### config.mk
export PLATFORM = sky130hd
export DESIGN_NAME = bmp_modmul
export DESIGN_NICKNAME = d
export VERILOG_FILES = /design/src/hw/rtl/bmp_pkg.sv /design/src/hw/rtl/bmp_modmul.sv
export SDC_FILE = /design/constraint.sdc
export NUM_CORES = 2
export LEC_CHECK = 0
export ABC_AREA = 1
export ABC_CLOCK_PERIOD_IN_PS = 13100
export BUFFER_PORTS_ARGS = -buffer_cell sky130_fd_sc_hd__buf_2
export CORE_MARGIN = 2
export CORE_UTILIZATION = 50
export DETAILED_ROUTE_END_ITERATION = 12
export GPL_ROUTABILITY_DRIVEN = 0
export PLACE_DENSITY = 0.72
export SYNTH_ARGS = -nofsm -noshare
export SYNTH_HDL_FRONTEND = slang
export SYNTH_SLANG_ARGS = --single-unit
### constraint.sdc
create_clock -name clk -period 13.1 [get_ports clk]
set_input_delay 1.31 -clock clk [delete_from_list [all_inputs] [get_ports clk]]
set_output_delay 1.31 -clock clk [all_outputs]
set_load 0.02 [all_outputs]
### src/hw/rtl/bmp_pkg.sv
// ----------------------------------------------------------------------------
// bmp_pkg
// Shared constants for the binomial coefficient mod prime block.
// ----------------------------------------------------------------------------
package bmp_pkg;

  localparam int N_W         = 12;
  localparam int VAL_W       = 30;
  localparam int TABLE_DEPTH = 4096;
  localparam int ADDR_W      = $clog2(TABLE_DEPTH);
  localparam int MUL_LAT     = 4;

  localparam logic [VAL_W-1:0] MOD_P     = 30'd1000000007;
  localparam logic [VAL_W-1:0] FERMAT_E  = MOD_P - 30'd2;
  localparam logic [31:0]      MOD_P_32  = 32'(MOD_P);
  localparam logic [31:0]      MOD_2P_32 = 32'(MOD_P) * 32'd2;
  // floor(2^60 / p) for Barrett reduction
  localparam logic [63:0]      BARRETT_64 = 64'h1000_0000_0000_0000 / 64'd1000000007;
  localparam logic [30:0]      BARRETT_M  = BARRETT_64[30:0];

endpackage

### src/hw/rtl/bmp_modmul.sv
// ----------------------------------------------------------------------------
// bmp_modmul
// Pipelined modular multiplier, Barrett reduction by p, four stages.
// ----------------------------------------------------------------------------
module bmp_modmul import bmp_pkg::*; (
  input  logic             clk,
  input  logic             rst,
  input  logic             en,
  input  logic             in_valid,
  input  logic [VAL_W-1:0] a,
  input  logic [VAL_W-1:0] b,
  output logic             out_valid,
  output logic [VAL_W-1:0] res
);

  logic [MUL_LAT-1:0] vld;
  logic [59:0]        x1;
  logic [30:0]        q;
  logic [31:0]        xl;
  logic [31:0]        r;
  logic [61:0]        q_full;

  assign q_full = 62'(x1[59:29]) * 62'(BARRETT_M);

  always_ff @(posedge clk) begin
    if (rst) begin
      vld <= '0;
    end else if (en) begin
      vld <= {vld[MUL_LAT-2:0], in_valid};
    end
  end

  always_ff @(posedge clk) begin
    if (en) begin
      x1 <= 60'(a) * 60'(b);
      q  <= q_full[61:31];
      xl <= x1[31:0];
      r  <= xl - (32'(q) * MOD_P_32);
      if (r >= MOD_2P_32) begin
        res <= 30'(r - MOD_2P_32);
      end else if (r >= MOD_P_32) begin
        res <= 30'(r - MOD_P_32);
      end else begin
        res <= 30'(r);
      end
    end
  end

  assign out_valid = vld[MUL_LAT-1];

endmodule

After elaboration in Yosys (flattened, before gate mapping)
Cells that the tools add are included.
{ "word_totals": {"mem_bits_rw": 0, "wordCells": 16, "romBits": 0, "mem_count": 0, "out_inout_bits": 31, "ff_bits": 189, "in_bits": 64, "latchBits": 0} }
{ "op_classes": {"muxes": 2, "n_bitwise": 0, "order_cmp": 2, "n_reduce_logical": 0, "shift": 0, "n_eq_ne": 0, "multipliers": 3, "add_sub_neg": 3, "div": 0} }
{ "ops": {"columns": ["operator", "count"], "rows": [
  ["multiplier 30 x 30 -> 60 bit", 1],
  ["two-way mux 30 bit", 2],
  ["subtractor 30 bit, second input constant", 2],
  ["multiplier 31 x 28 -> 59 bit, second input constant", 1],
  ["greater-or-equal comparator 32 x 30 -> 1 bit, second input constant", 1],
  ["greater-or-equal comparator 32 x 31 -> 1 bit, second input constant", 1],
  ["multiplier 31 x 30 -> 32 bit, second input constant", 1],
  ["subtractor 32 bit", 1]
]} }

Logic depth before layout (Yosys ltp)
{ "depth": {"depth_word": 3, "ltp_mapped": 32, "mapped_depth_nobuf": 31} }

Worst setup path before layout
Ideal clock, no wire load.
{ "synth_timing": {"path_type": "input-to-reg", "startpoint": "in a[12]", "endpoint": "reg x1[55], data pin", "n_path_buf": 1, "required_time_ps": 12847, "path_stages": 27, "arrival_time_ps": 7138, "setup_time_ps": 253, "setup_slack_ps": 5709, "cell_sequence": "clkbuf_1 > nand2_1 > inv_1 > fa_1 > fa_1 > fa_1 > inv_1 > fa_1 > inv_1 > fa_1 > inv_1 > fa_1 > inv_1 > fa_1 > inv_1 > fa_1 > inv_1 > ha_1 > nand2_1 > nor2_1 > inv_1 > nor3_1 > nand2_1 > nand3_1 > nand2_1 > nand4_1 > nand2_1"} }
{ "synth_via": {"elab_chain_cells": 1} }
{ "synth_lines": {"columns": ["item", "line_no", "rtl"], "rows": [
  ["from (decl)", "bmp_modmul.sv:10", "input logic [VAL_W-1:0] a,"],
  ["multiplier 30 x 30 -> 60 bit", "bmp_modmul.sv:35", "x1 <= 60'(a) * 60'(b);"],
  ["to (signal assigned)", "bmp_modmul.sv:35", null],
  ["to (decl)", "bmp_modmul.sv:17", "logic [59:0] x1;"]
]} }
Every way passes these cells.
A chain may end at the register's enable or synchronous reset.

Worst setup path in the final report
{ "layout_timing": {"startpoint": "in b[21]", "endpoint": "reg x1[53], data pin"} }
{ "layout_via": {"elab_chain_cells": 1} }
{ "layout_lines": {"columns": ["item", "line_no", "rtl"], "rows": [
  ["from (decl)", "bmp_modmul.sv:11", "input logic [VAL_W-1:0] b,"],
  ["multiplier 30 x 30 -> 60 bit", "bmp_modmul.sv:35", null]
]} }
Every way passes these cells.

==> metrics list <==
* Outcome: finished, final reports clean
- Cells with a size suffix above 1 make up 2.42% of the layout.
- fa_1 takes more of the synthesized area than any other cell.
- Post-route insts no fill: around 9500
- WP buf/inv: 6
- The floorplan step set the die height to ~360 um.
* Final layout net count: approximately 10000
- Headroom to the max-slew limit came out at around 25%.
- Remaining design rule violation count: 0
* Hold WC Path Type: reg2reg
* Min Clock Period, post-route: 7.99 ns
* Via count of the first global-routing pass: 53174
* Gates resized, CTS repair: 0
* Number of standard cells after synthesis: 7942
- Net count after synthesis: around 10000
- Highest cell delay on the worst timing path: between 0.6 and 0.7 ns
- Across every metal layer, demand over resource in global routing totals 28.1%.
* Source-to-sink clock delay at the later pin of the worst-skew pair: 0.51 ns
- Counting stages on the worst path, the most repeated cell is fa_1.
- For this block, the via count after detailed routing is 50547.
- Antenna viol nets, final: 0
* Placed insts: roughly 9500
- Commonest non-fill, non-tap cells in the layout: inv_1 (2424), nand2_1 (1768), fa_1 (1261), ha_1 (784), nor2_1 (371)
- Sequential cells were found to cover 8.78% of the synthesized design area.
- Max-cap violations in this run came to 0.
- Worst path cell trace: buf_2, nand2_1, fa_1, inv_1, fa_1, inv_1, fa_1, inv_1, fa_1, fa_1, fa_1, fa_1, inv_1, fa_1, inv_1, ha_1, a21oi_1, o21ai_0, a21oi_1, o21ai_0, a21oi_1, nand2_1, nand2_1, nand2_1
- Dpl hpwl: roughly 150000 um
- Most common cell after layout, fill and taps aside: inv_1
- The final critical path takes up between 60% and 70% of the cycle.
- Yosys printed 0 warnings.
- Netlist cell types: 44
- Actual transition at the worst max-transition pin: approximately 1.1 ns
- Total congestion overflow after global routing: 0
- Post-CTS timing repair inserted 0 buffers for setup.
- Wirelength per Cell: 18.7 um
- Type of element capturing the critical path: flip-flop
* Clock-pin transition on the worst setup and hold timing paths: roughly 0.08 ns
* FMAX: about 130 MHz
- Number of sinks handled by clock tree synthesis: approximately 190
- For this block, the routed nets add up to 179000 um of wire.
* DIE WIDTH: between 300 and 400 um
- Worst path arrival time: 8.26 ns
- Dividing the detail-routed via count by the number of cells gives about 5.3.
- The number of antenna diodes in the final layout is 0.
- CTS root buf: clkbuf_16
* CTS Buf Count: 17
- Type of the worst setup path: in2reg
* Number of synthesized register bits: 189
- Area share of the largest cell type after synthesis: approximately two fifths
* Post-synthesis average cell area: around 8 um2
- The final hold violation count came to 0.
- Number of primary I/O pins: 95
- Data required time at the worst endpoint: about 13 ns
- Area contributors post-synth: fa_1 (39%), ha_1 (15%), inv_1 (14%), nand2_1 (10%), edfxtp_1 (8.7%)
- The longest clock path from root to sink contains 2 buffers.
- Broken down by cell family, the worst path's largest delay share belongs to adder cells.
- In this run, the number of DRC markers left after iteration 0 of detailed routing was ~4500.
* Unrepaired setup endpoints after global routing: no
- For this configuration, the core starts out at a cell density of 50.3%.
- Relative area change from synthesis to final layout: 3.88%
* Core outline area: 128000 um2
- Biggest fanout along the worst timing path: 30
* CP Launch Type: primary input
* # rows: 131
- Sum of negative setup slack: 0 ns
- Setup violations remaining at the end of the flow were counted as 0.
- TritonCTS clock tree: yes
- Total of buffers placed on input and output ports: 94
- Entering global routing, the biggest net connects around 120 pins.
- Total die area: between 100000 and 150000 um2
- Highest-delay cell along the critical path: buf_2
- Layout Skew: around 0.019 ns
- For this run, the detailed router's first-pass iteration total came to 10.
- Level count of the clock H-tree: 4
* Number of hold-repair buffers added at the cts stage: 0
- Global-route wire length before repair: 287000 um
* Antenna violations before repair: 12
* Final Slew Violations: 0
* Post-synthesis instance area: 64200 um2
registers in the layout, indices dropped and copies added, names as in the netlist:
register,flops
q,31
r,32
res,30
vld,4
x1,60
xl,32
worst register-to-register path, cell delays in order (launching register included):
cell      delay, ns
edfxtp_1       0.90
ha_1           0.65
inv_1          0.24
fa_1           0.54
fa_1           0.49
inv_1          0.05
fa_1           0.52
fa_1           0.44
fa_1           0.50
inv_1          0.06
fa_1           0.55
inv_1          0.07
fa_1           0.47
inv_1          0.05
ha_1           0.36
nand2_1        0.09
nor2_1         0.05
a211oi_1       0.22
o21ai_0        0.14
a21oi_1        0.13
nand2_1        0.11
xor2_1         0.15
cell usage after synthesis:
cell type,number
nor3b_1,3
or2_2,4
nand2_2,6
a21o_1,10
xnor2_1,17
xor2_1,112
inv_1,2424
nand2_1,1768
o21ai_0,181
nor4_1,7
nand4_2,1
buf_2,12
inv_2,14
clkbuf_1,180
nand3_2,2
and2_1,1
buf_6,4
o211ai_2,1
a21boi_1,1
nor2_2,11
nor2_1,371
nand3_4,1
edfxtp_1,185
o211ai_1,8
and3_1,2
o22ai_1,2
o21ai_1,12
ha_1,784
nand2b_1,1
o21bai_1,18
buf_4,13
nor3b_2,1
fa_1,1261
nand3_1,197
a21oi_1,208
o21a_1,9
a31oi_1,6
nand3b_1,8
a211oi_1,1
nand4_1,48
nor2_4,1
a21boi_0,6
nor3_1,36
dfxtp_1,4
cells by family after synthesis:
family	count (synthesis)	synth area share (%)
adders and majority gates	2045	54.6
DFF	189	8.78
xor gates and xnor gates	129	1.76
and+or+nand+nor	2469	15.4
AOI/OAI and AO/OA	463	3.85
buffers and inverters	2647	15.6
cell type report:
cell class	count	area, um2
inverters	2438	9150
clock inverters	15	209
fillers	11767	60900
flip-flops and latches	189	5640
clock buffers	17	425
well taps	1662	2080
repair buffers	117	652
multi-input cells	5106	48500
metrics by stage:
step / hold WS (ns) / setup WS (ns) / instance area, um2 / util [%]
4_1_cts: 0.426 / 5.23 / 66700 / 52.3
2_1_floorplan: 0.400 / 5.71 / 64200 / -
5_1_grt: 0.429 / 4.82 / 66700 / 52.3
3_3_place_gp: 0.402 / 4.71 / 66000 / 51.8
3_5_place_dp: 0.406 / 4.69 / 66000 / 51.8
6_report: 0.423 / 5.11 / 66700 / 52.3
path summary, 6_finish.rpt:
| kind | startpoint | endpoint | slack (ns) | cells past startpoint |
|---|---|---|---|---|
| worst max-delay path | b[21] | x1[53] | 5.11 | 24 |
| worst min-delay path | x1[5] | xl[5] | 0.42 | 0 |
| worst max register to register | q[0] | r[30] | 6.07 | 21 |
| worst min register to register | x1[5] | xl[5] | 0.42 | 0 |
routing by layer:
metal	vias up	global-route usage [%]	routed length [um]	part of all wire, %
met4	4	11.2	8000	4.5
met2	2575	46.0	82300	46
li1	22925	-	-	-
met3	490	6.01	18200	10
met1	24553	36.3	70300	39
met5	-	0	33	0.018
Power is left out: the tool's default activity adds up to more than one toggle a clock period on the data nets, which glitch-free logic cannot reach.
